<file path="config.mk">
export PLATFORM = sky130hd
export DESIGN_NAME = escaped_field_framer_fifo_unit
export DESIGN_NICKNAME = d
export VERILOG_FILES = /design/src/rtl/core/eff_pkg.sv /design/src/rtl/core/eff_ram.sv /design/src/rtl/core/escaped_field_framer_fifo_unit.sv
export SDC_FILE = /design/constraint.sdc
export NUM_CORES = 2
export LEC_CHECK = 0
export BUFFER_PORTS_ARGS = -buffer_cell sky130_fd_sc_hd__buf_2
export CORE_ASPECT_RATIO = 1.4
export CORE_MARGIN = 1
export CORE_UTILIZATION = 40
export DETAILED_ROUTE_END_ITERATION = 10
export GPL_TIMING_DRIVEN = 0
export PLACE_DENSITY = 0.54
export SLEW_MARGIN = 20
export SYNTH_ARGS = -nofsm -noshare
export SYNTH_HDL_FRONTEND = slang
export SYNTH_SLANG_ARGS = --single-unit
</file>
<file path="constraint.sdc">
create_clock -name i_clk -period 36.4 [get_ports i_clk]
set_input_delay 5.46 -clock i_clk [delete_from_list [all_inputs] [get_ports i_clk]]
set_output_delay 5.46 -clock i_clk [all_outputs]
set_load 0.02 [all_outputs]
</file>
<file path="src/rtl/core/eff_pkg.sv">
// eff_pkg: shared types and constants for the escaped field framer fifo
// word layouts, command and status codes, separators, register reset values
// no dependencies
package eff_pkg;

    localparam int DEPTH_DEFAULT = 256;

    localparam logic [1:0] CMD_FIELD_BYTE  = 2'd0;
    localparam logic [1:0] CMD_START_FIELD = 2'd1;
    localparam logic [1:0] CMD_END_ROW     = 2'd2;
    localparam logic [1:0] CMD_READ        = 2'd3;

    localparam logic [1:0] STATUS_OK    = 2'd0;
    localparam logic [1:0] STATUS_FULL  = 2'd1;
    localparam logic [1:0] STATUS_EMPTY = 2'd2;

    localparam logic [7:0] SEP_COMMA   = 8'h2C;
    localparam logic [7:0] SEP_NEWLINE = 8'h0A;
    localparam logic [7:0] SEP_HASH    = 8'h23;

    localparam logic [7:0] CFG_IDX_ESCAPE = 8'd0;
    localparam logic [7:0] CFG_IDX_MASK   = 8'd1;

    localparam logic [7:0] ESCAPE_RESET = 8'd27;
    localparam logic [7:0] MASK_RESET   = 8'd32;

    typedef struct packed {
        logic [1:0] command;
        logic [7:0] data_byte;
    } t_in_word;

    typedef struct packed {
        logic [1:0] status;
        logic [7:0] out_byte;
        logic       out_valid;
        logic [7:0] free_count;
    } t_out_word;

endpackage

</file>
<file path="src/rtl/core/eff_ram.sv">
// eff_ram: generic simple dual-port ram, one write port, one registered read port
// no dependencies
module eff_ram #(
    parameter int WIDTH = 8,
    parameter int DEPTH = 256
) (
    input  logic                     i_clk,
    input  logic                     i_we,
    input  logic [$clog2(DEPTH)-1:0] i_waddr,
    input  logic [WIDTH-1:0]         i_wdata,
    input  logic                     i_re,
    input  logic [$clog2(DEPTH)-1:0] i_raddr,
    output logic [WIDTH-1:0]         o_rdata
);

    logic [WIDTH-1:0] r_mem [DEPTH];
    logic [WIDTH-1:0] r_rdata;

    always_ff @(posedge i_clk) begin
        if (i_we) begin
            r_mem[i_waddr] <= i_wdata;
        end
        if (i_re) begin
            r_rdata <= r_mem[i_raddr];
        end
    end

    assign o_rdata = r_rdata;

endmodule

</file>
<file path="src/rtl/core/escaped_field_framer_fifo_unit.sv">
// escaped_field_framer_fifo_unit: byte-stuffing field framer into a ring buffer, on eff_pkg, eff_ram
// the result word is registered and appears in the cycle after the input word is accepted
// throughput: one word per cycle while the result side is ready; after an escaped field
// byte the unit is busy and takes no word while its second byte goes through the single write port of the ring ram
// reset: synchronous active low; indices cleared, row-start set, registers to
// defaults; ram contents are not cleared, no clearing pass
module escaped_field_framer_fifo_unit #(
    parameter int DEPTH = eff_pkg::DEPTH_DEFAULT
) (
    input  logic                i_clk,
    input  logic                i_rst_n,
    input  logic                i_valid,
    output logic                o_ready,
    input  eff_pkg::t_in_word   i_in_word,
    output logic                o_valid,
    input  logic                i_ready,
    output eff_pkg::t_out_word  o_out_word,
    input  logic                i_cfg_valid,
    output logic                o_cfg_ready,
    input  logic [7:0]          i_cfg_index,
    input  logic [7:0]          i_cfg_data
);

    localparam int AW = $clog2(DEPTH);
    localparam logic [AW-1:0] LAST_IDX = AW'(DEPTH - 1);

    logic [AW-1:0] r_write_index, n_write_index;
    logic [AW-1:0] r_read_index, n_read_index;
    logic [AW-1:0] r_free, n_free;
    logic          r_at_row_start, n_at_row_start;
    logic          r_busy, n_busy;
    logic [7:0]    r_second;
    logic [7:0]    n_second;
    logic [7:0]    r_escape;
    logic [7:0]    r_mask;

    logic          r_o_valid;
    logic [1:0]    r_status;
    logic [1:0]    n_status;
    logic          r_pop;
    logic          n_pop;
    logic [7:0]    r_free_count;
    logic [7:0]    n_free_count;

    logic          accept;
    logic          is_esc;
    logic          ram_we;
    logic [AW-1:0] ram_waddr;
    logic [7:0]    ram_wdata;
    logic          ram_re;
    logic [7:0]    ram_rdata;
    logic [AW-1:0] wi_inc;
    logic [AW-1:0] ri_inc;
    logic [AW+7:0] free_ext;

    assign o_ready     = !r_busy && (!r_o_valid || i_ready);
    assign accept      = i_valid && o_ready;
    assign o_cfg_ready = 1'b1;

    assign wi_inc = (r_write_index == LAST_IDX) ? '0 : r_write_index + AW'(1);
    assign ri_inc = (r_read_index == LAST_IDX) ? '0 : r_read_index + AW'(1);

    assign is_esc = (i_in_word.data_byte == eff_pkg::SEP_COMMA)
                 || (i_in_word.data_byte == eff_pkg::SEP_NEWLINE)
                 || (i_in_word.data_byte == eff_pkg::SEP_HASH)
                 || (i_in_word.data_byte == r_escape);

    always_comb begin
        n_write_index  = r_write_index;
        n_read_index   = r_read_index;
        n_free         = r_free;
        n_at_row_start = r_at_row_start;
        n_busy         = 1'b0;
        n_second       = r_second;
        n_status       = eff_pkg::STATUS_OK;
        n_pop          = 1'b0;
        ram_we         = 1'b0;
        ram_waddr      = r_write_index;
        ram_wdata      = r_second;
        ram_re         = 1'b0;

        if (r_busy) begin
            // second byte of an escaped pair
            ram_we        = 1'b1;
            n_write_index = wi_inc;
        end else if (accept) begin
            case (i_in_word.command)
                eff_pkg::CMD_FIELD_BYTE: begin
                    if (is_esc && (r_free < AW'(2))) begin
                        n_status = eff_pkg::STATUS_FULL;
                    end else if (!is_esc && (r_free == '0)) begin
                        n_status = eff_pkg::STATUS_FULL;
                    end else if (is_esc) begin
                        ram_we        = 1'b1;
                        ram_wdata     = r_escape;
                        n_write_index = wi_inc;
                        n_second      = i_in_word.data_byte ^ r_mask;
                        n_busy        = 1'b1;
                        n_free        = r_free - AW'(2);
                    end else begin
                        ram_we        = 1'b1;
                        ram_wdata     = i_in_word.data_byte;
                        n_write_index = wi_inc;
                        n_free        = r_free - AW'(1);
                    end
                end
                eff_pkg::CMD_START_FIELD: begin
                    if (r_at_row_start) begin
                        n_at_row_start = 1'b0;
                    end else if (r_free == '0) begin
                        n_status = eff_pkg::STATUS_FULL;
                    end else begin
                        ram_we        = 1'b1;
                        ram_wdata     = eff_pkg::SEP_COMMA;
                        n_write_index = wi_inc;
                        n_free        = r_free - AW'(1);
                    end
                end
                eff_pkg::CMD_END_ROW: begin
                    if (r_free == '0) begin
                        n_status = eff_pkg::STATUS_FULL;
                    end else begin
                        ram_we         = 1'b1;
                        ram_wdata      = eff_pkg::SEP_NEWLINE;
                        n_write_index  = wi_inc;
                        n_free         = r_free - AW'(1);
                        n_at_row_start = 1'b1;
                    end
                end
                default: begin
                    if (r_read_index == r_write_index) begin
                        n_status = eff_pkg::STATUS_EMPTY;
                    end else begin
                        ram_re       = 1'b1;
                        n_pop        = 1'b1;
                        n_read_index = ri_inc;
                        n_free       = r_free + AW'(1);
                    end
                end
            endcase
        end
    end

    // free count saturates at 255 for deep buffers
    assign free_ext     = {8'b0, n_free};
    assign n_free_count = (free_ext > (AW + 8)'(255)) ? 8'hFF : free_ext[7:0];

    always_ff @(posedge i_clk) begin
        if (!i_rst_n) begin
            r_write_index  <= '0;
            r_read_index   <= '0;
            r_free         <= LAST_IDX;
            r_at_row_start <= 1'b1;
            r_busy         <= 1'b0;
            r_escape       <= eff_pkg::ESCAPE_RESET;
            r_mask         <= eff_pkg::MASK_RESET;
            r_o_valid      <= 1'b0;
        end else begin
            r_write_index  <= n_write_index;
            r_read_index   <= n_read_index;
            r_free         <= n_free;
            r_at_row_start <= n_at_row_start;
            r_busy         <= n_busy;
            if (i_cfg_valid) begin
                case (i_cfg_index)
                    eff_pkg::CFG_IDX_ESCAPE: r_escape <= i_cfg_data;
                    eff_pkg::CFG_IDX_MASK:   r_mask   <= i_cfg_data;
                    default: begin
                    end
                endcase
            end
            if (accept) begin
                r_o_valid <= 1'b1;
            end else if (i_ready) begin
                r_o_valid <= 1'b0;
            end
        end
    end

    always_ff @(posedge i_clk) begin
        r_second <= n_second;
        if (accept) begin
            r_status     <= n_status;
            r_pop        <= n_pop;
            r_free_count <= n_free_count;
        end
    end

    // popped byte comes straight from the ram read register, held until the next read
    eff_ram #(
        .WIDTH (8),
        .DEPTH (DEPTH)
    ) u_ring (
        .i_clk   (i_clk),
        .i_we    (ram_we),
        .i_waddr (ram_waddr),
        .i_wdata (ram_wdata),
        .i_re    (ram_re),
        .i_raddr (r_read_index),
        .o_rdata (ram_rdata)
    );

    assign o_valid               = r_o_valid;
    assign o_out_word.status     = r_status;
    assign o_out_word.out_byte   = r_pop ? ram_rdata : 8'h00;
    assign o_out_word.out_valid  = r_pop;
    assign o_out_word.free_count = r_free_count;

endmodule

</file>
# == Yosys cells after proc, flatten, opt, wreduce, memory -nomap -nowiden ==
# Memories as Yosys holds them, arrays and structs flattened. A register that Yosys moved wholly into a read port is not among the register bits.
# Index checks and enable logic that the tools add are counted.
# classes
magnitude_cmp,2
n_addsub,5
muxes,52
bitwise,9
n_reduce_logical,26
n_eq_ne,14
# ops
op,count
$mux 8,25
$pmux 8 s3,3
$add 8x1->8 const B,3
$mux 1,20
$eq 8x6->1 const B,2
$eq 8x8->1,2
$eq 8x8->1 const B,2
$logic_not 8->1,2
$ne 3x3->1 const B,3
$eq 8x1->1 const B,1
$eq 8x4->1 const B,1
$gt 8x8->1 const B,1
$lt 8x2->1 const B,1
$not 1->1,8
$reduce_and 4->1,2
$sub 8x1->8 const B,1
$sub 8x2->8 const B,1
$xor 8x8->8,1
$pmux 2 s3,1
$reduce_and 6->1,1
$reduce_bool 2->1,3
$reduce_or 6->1,1
$reduce_and 5->1,1
$logic_and 1x1->1,4
12 further kinds,18
# word_totals
in_bits,31
word_cells,121
n_memories,1
mem_bits_rw,2048
output_inout_bits,22
ff_bits,62
# mem_list
name,depth,width,rd,rd_ports_with_merged_regs,wr,line,rtl
u_ring.r_mem,256,8,1,1,1,eff_ram.sv:16,logic [WIDTH-1:0] r_mem [DEPTH];

# == Depth between registers and ports, before layout ==
# depth
word_depth,13
mapped_depth,13
mapped_depth_nobuf,10

# == By module ==
# A second synthesis with hierarchy kept.
# unflattened
hier_cells,4191
area_unflattened_um2,83724.0
# by_module_without_submodules
module,seq_area_each_um2,cells_each,area_per_inst_um2,n_inst
eff_ram,61739.2,3733,79636.4,1
escaped_field_framer_fifo_unit,1431.4,458,4087.7,1

# == Worst setup path after synthesis ==
# OpenSTA, ideal clock, no wires.
# synth_timing
kind,in2reg
from,in i_in_word[4] (netlist name)
to,"mem u_ring.r_mem[0][1], data pin"
t_required_ps,34814
cell_stages,7
arrival_time_ps,13749
slack_ps,21065
setup_time_ps,1586
n_path_buf,1
cell_sequence,or3_4 -> o31ai_4 -> nor2_2 -> clkbuf_1 -> o21ai_0 -> a21oi_1 -> o22ai_1
# synth_between
elab_chain_len,11
elab_cells_between_ends,16
cone_classes,4 x eq/ne; 6 x mux; 6 x reduce/logical
# synth_lines
item,line,rtl
"start, declared",escaped_field_framer_fifo_unit.sv:14,"input eff_pkg::t_in_word i_in_word,"
$eq 8x6->1 / $eq 8x4->1 (equally long branches),"escaped_field_framer_fifo_unit.sv:63, escaped_field_framer_fifo_unit.sv:64",
$logic_or 1x1->1,escaped_field_framer_fifo_unit.sv:64,|| (i_in_word.data_byte == eff_pkg::SEP_NEWLINE)
$logic_or 1x1->1,escaped_field_framer_fifo_unit.sv:65,|| (i_in_word.data_byte == eff_pkg::SEP_HASH)
$logic_or 1x1->1 (*),escaped_field_framer_fifo_unit.sv:66,|| (i_in_word.data_byte == r_escape);
$logic_not 1->1,escaped_field_framer_fifo_unit.sv:91,end else if (!is_esc && (r_free == '0)) begin
$logic_and 1x1->1,escaped_field_framer_fifo_unit.sv:91,
$mux 8,escaped_field_framer_fifo_unit.sv:91,
$mux 8 (*),escaped_field_framer_fifo_unit.sv:89,if (is_esc && (r_free < AW'(2))) begin
$pmux 8 s3 (*),escaped_field_framer_fifo_unit.sv:87,case (i_in_word.command)
$mux 8 (*),escaped_field_framer_fifo_unit.sv:86,end else if (accept) begin
$mux 8 (*),escaped_field_framer_fifo_unit.sv:82,if (r_busy) begin
via ram_wdata[1],escaped_field_framer_fifo_unit.sv:49,logic [7:0] ram_wdata;
"end, declared",eff_ram.sv:16,
# The timed path passes the listed nets; every way through them passes the cells marked *.

# == Worst setup path after layout ==
# layout_timing
from,in i_ready
to,out o_ready
# layout_between
elab_chain_len,2
# layout_lines
item,line,rtl
"start, declared",escaped_field_framer_fifo_unit.sv:16,"input logic i_ready,"
$logic_or 1x1->1,escaped_field_framer_fifo_unit.sv:56,assign o_ready = !r_busy && (!r_o_valid || i_ready);
$logic_and 1x1->1,escaped_field_framer_fifo_unit.sv:56,
"end, declared",escaped_field_framer_fifo_unit.sv:13,"output logic o_ready,"
# No other way between the ends.

==> impl_metrics.csv <==
group,metric,value,unit
status,outcome,"completed",
sta,worst_slew_pin_slew,1.322,ns
sta,tns,0,ns
final_layout,regArea,63170,um2
synth,yosys_register_bits,2118,
synth,synth_top_area_share,0.7393,
placed_design,gp_congestion,1.025,
drt,viasPerCell,6.601,
clock_tree,cts_setup_buffers,0,
synth,synth_top_family_by_area,"multiplexers",
synth,async_reset_ff_frac,0,
critical_path,r2r_start,"r_read_index[3]",
sta,max_slew_margin,0.1184,
final_layout,fin_cells,7659,
placed_design,dp_hpwl,256700,um
synth,synth_common_cells,"edfxtp_1, mux4_2, nor2_1",
clock_tree,h-tree-depth,4,
global_route,track_usage,0.3493,
sta,rsz0062_at_grt,"false",
power,max-vdd-ir-drop,41.14,uV
synth,yosysWarnings,0,
floorplanning,die-area,212600,um2
synth,yosysUniqueCellTypes,89,
clock_tree,clk_latency,0.90,ns
synth,synth_xor_xnor_area_share,0.003845,
synth,synth-compound-area-share,0.03892,
final_layout,drive_above_1_share,0.2410,
synth,yosysMostFrequentCell,"edfxtp_1",
floorplanning,io_pins,53,
clock_tree,cts_root_buf,"clkbuf_16",
drt,dr.first_iter.drc_count,8448,
floorplanning,rows,199,
critical_path,crit_top_cell,"buf_2",
clock_tree,post_cts_resize_count,0,
sta,hold_viol_final,0,
critical_path,reg2reg_slack,30.29,ns
synth,synth_top_area_cell,"edfxtp_1",
critical_path,crit_path_end,"o_ready",
min_path,holdCritPathClass,"flop to flop",
placed_design,io_buffers,50,
critical_path,cp-start-kind,"primary input",
drt,drc,0,
synth,synth-edff-count,2075,
drt,vias,50560,
critical_path,crit_path_end_kind,"output port",
synth,synth.mux.area_fraction,0.1449,
global_route,grt_overflow_total,0,
global_route,grt_start_max_net_pins,75,
floorplanning,coreArea,209600,um2
synth,netlist_top_cells_area,"edfxtp_1, mux4_2, mux2i_1",
sta,fmax,87.71,MHz
clock_tree,clockBufferDepth,4,
clock_tree,clkTransAtPathRegs,0.06,ns
critical_path,cpMaxStageDelayCell,"buf_2",
global_route,grt_pass1_vias,47310,
floorplanning,die_h,545.1,um
critical_path,cp_max_fo,2,
critical_path,critPathArrivalTime,5.94,ns
floorplanning,start_util,0.4020,
synth,yosysSeqAreaShare,0.7495,
floorplanning,die_w,390.0,um
critical_path,worst_path_largest_cell_delay,0.18,ns
clock_tree,ctsHoldBuffers,0,
sta,finalMaxSlewViolations,0,
flow_run,maxCapViolCount,0,
critical_path,path_class,"primary input to output port",
drt,wl_per_cell,48.94,um
final_layout,nNetsFinal,4692,
final_layout,syn2layout_area_growth,15.27,%
sta,finalCriticalPeriod,11.40,ns
synth,syn-cell-area,84290,um2
placed_design,numPlacedInstances,7256,
drt,drt-total-wl,374800,um
sta,final.period_utilization,0.3132,
synth,syn_area_per_cell,19.65,um2
critical_path,required,30.94,ns
global_route,grt_pass1_wl,476600,um
power,p_per_area,50.99,nW/um2
synth,synth_nets,4335,
power,leakage,29.68,nW
drt,dr.pass1.iters,8,
global_route,antenna_found_initial,37,
power,power,0.004954,W
sta,fin_worst_skew,0.05371,ns
critical_path,r2r-end,"u_ring.o_rdata[6]",
synth,synth_simple_gate_area_frac,0.03857,
critical_path,startpoint,"i_ready",
drt,ant_nets,0,
clock_tree,numCtsBuffers,202,
clock_tree,cts_sinks,2118,
final_layout,fillCellCount,17890,
critical_path,crit_chain,"buf_2 > nor2b_1 > nor2_1 > buf_2",
clock_tree,cts_tree,"yes",
synth,synth_fa_ha_area_frac,0.002227,
final_layout,multi_input_area,19470,um2
synth,synth_top_flop_cell,"edfxtp_1",
synth,syn_inst,4289,
sta,setup_viol_count_final,0,
critical_path,r2r_cells,8,
## flip-flops by register name, indices dropped and copies added (netlist names)
name,cells
r_free_count,8
r_mask,8
r_busy,1
o_valid,1
r_second,8
r_pop,1
u_ring.r_mem,2048
r_write_index,8
r_read_index,8
u_ring.o_rdata,8
r_free,8
r_status,2
r_at_row_start,1
r_escape,8
## worst max-delay path: cells and delay by family
family	cells	cell delay [ns]
buffers and inverters	2	0.28
AND/OR/NAND/NOR	2	0.20
## placed cells by master, fill, tap and decap left out, drive strengths merged, types with 7 or more instances in the layout
cell,count
and2,23
mux2i,187
a211oi,29
clkinvlp,7
a21oi,79
mux2,8
bufinv,17
a311oi,10
o21a,7
dfxtp,43
a2111oi,14
nor2,300
xor2,21
a22o,13
o21ai,52
nand4,10
nor3,36
nand3,60
xnor2,16
nand2,185
ha,15
mux4,452
nor4,11
nor2b,33
o22ai,59
o32ai,7
edfxtp,2075
o31ai,9
nand2b,17
clkinv,87
a22oi,67
a31oi,19
diode,45
o221ai,23
a221oi,27
buf,337
inv,33
clkbuf,317
and3,20
## metrics by stage
| stage | area [um2] | util | setup WS, ns | hold WS (ns) |
|---|---|---|---|---|
| 2_1_floorplan | 84290 | - | 21.07 | 0.4652 |
| 3_3_place_gp | 88060 | 0.4200 | 11.01 | 0.4784 |
| 3_5_place_dp | 90780 | 0.4330 | 25.00 | 0.4914 |
| 4_1_cts | 97030 | 0.4628 | 25.00 | 0.5067 |
| 5_1_grt | 97070 | 0.4630 | 24.90 | 0.5332 |
| 6_report | 97160 | 0.4634 | 25.00 | 0.5061 |
## layout make-up
cell class / instances / area share
Antenna cell: 45 / 0.001159
Buffer: 262 / 0.01853
Clock buffer: 240 / 0.05370
Clock inverter: 118 / 0.01070
Inverter: 26 / 0.001004
Multi-Input combinational cell: 1883 / 0.2004
Sequential cell: 2118 / 0.6502
Tap cell: 2814 / 0.03624
Timing Repair Buffer: 153 / 0.02813
## report_power, final
group / switching (W) / internal, W
registers: 0.00000225 / 0.00268
clock network: 0.000953 / 0.00114
logic: 0.000122 / 0.0000539
total: 0.00108 / 0.00388
## how the worst min path moves through the flow
stage              start        end  depth (start not counted)
6_report       r_mask[5]  r_mask[5]                          2
5_1_grt        r_mask[5]  r_mask[5]                          2
4_1_cts        r_mask[5]  r_mask[5]                          2
3_5_place_dp   r_mask[5]  r_mask[5]                          2
3_3_place_gp   r_mask[5]  r_mask[5]                          2
2_1_floorplan  r_mask[5]  r_mask[5]                          2
## cells by family (layout without fill, tap and decap cells)
kind of cell / Yosys count / after routing
DFF: 2118 / 2118
and+or+nand+nor: 721 / 721
muxes: 647 / 647
AOI/OAI and AO/OA: 462 / 462
buffers and inverters: 288 / 799
xor gates and xnor gates: 37 / 37
adders and majority gates: 15 / 15
other: 1 / 46
## metal layers
layer | global-route usage | wire (um) | vias to the layer above
li1 | - | - | 18410
met1 | 0.4012 | 122600 | 26790
met4 | 0.3172 | 41090 | 16
met3 | 0.09929 | 40820 | 1201
met5 | 0 | 111 | -
met2 | 0.5298 | 170200 | 4143
(Power assumes the default switching activity.)
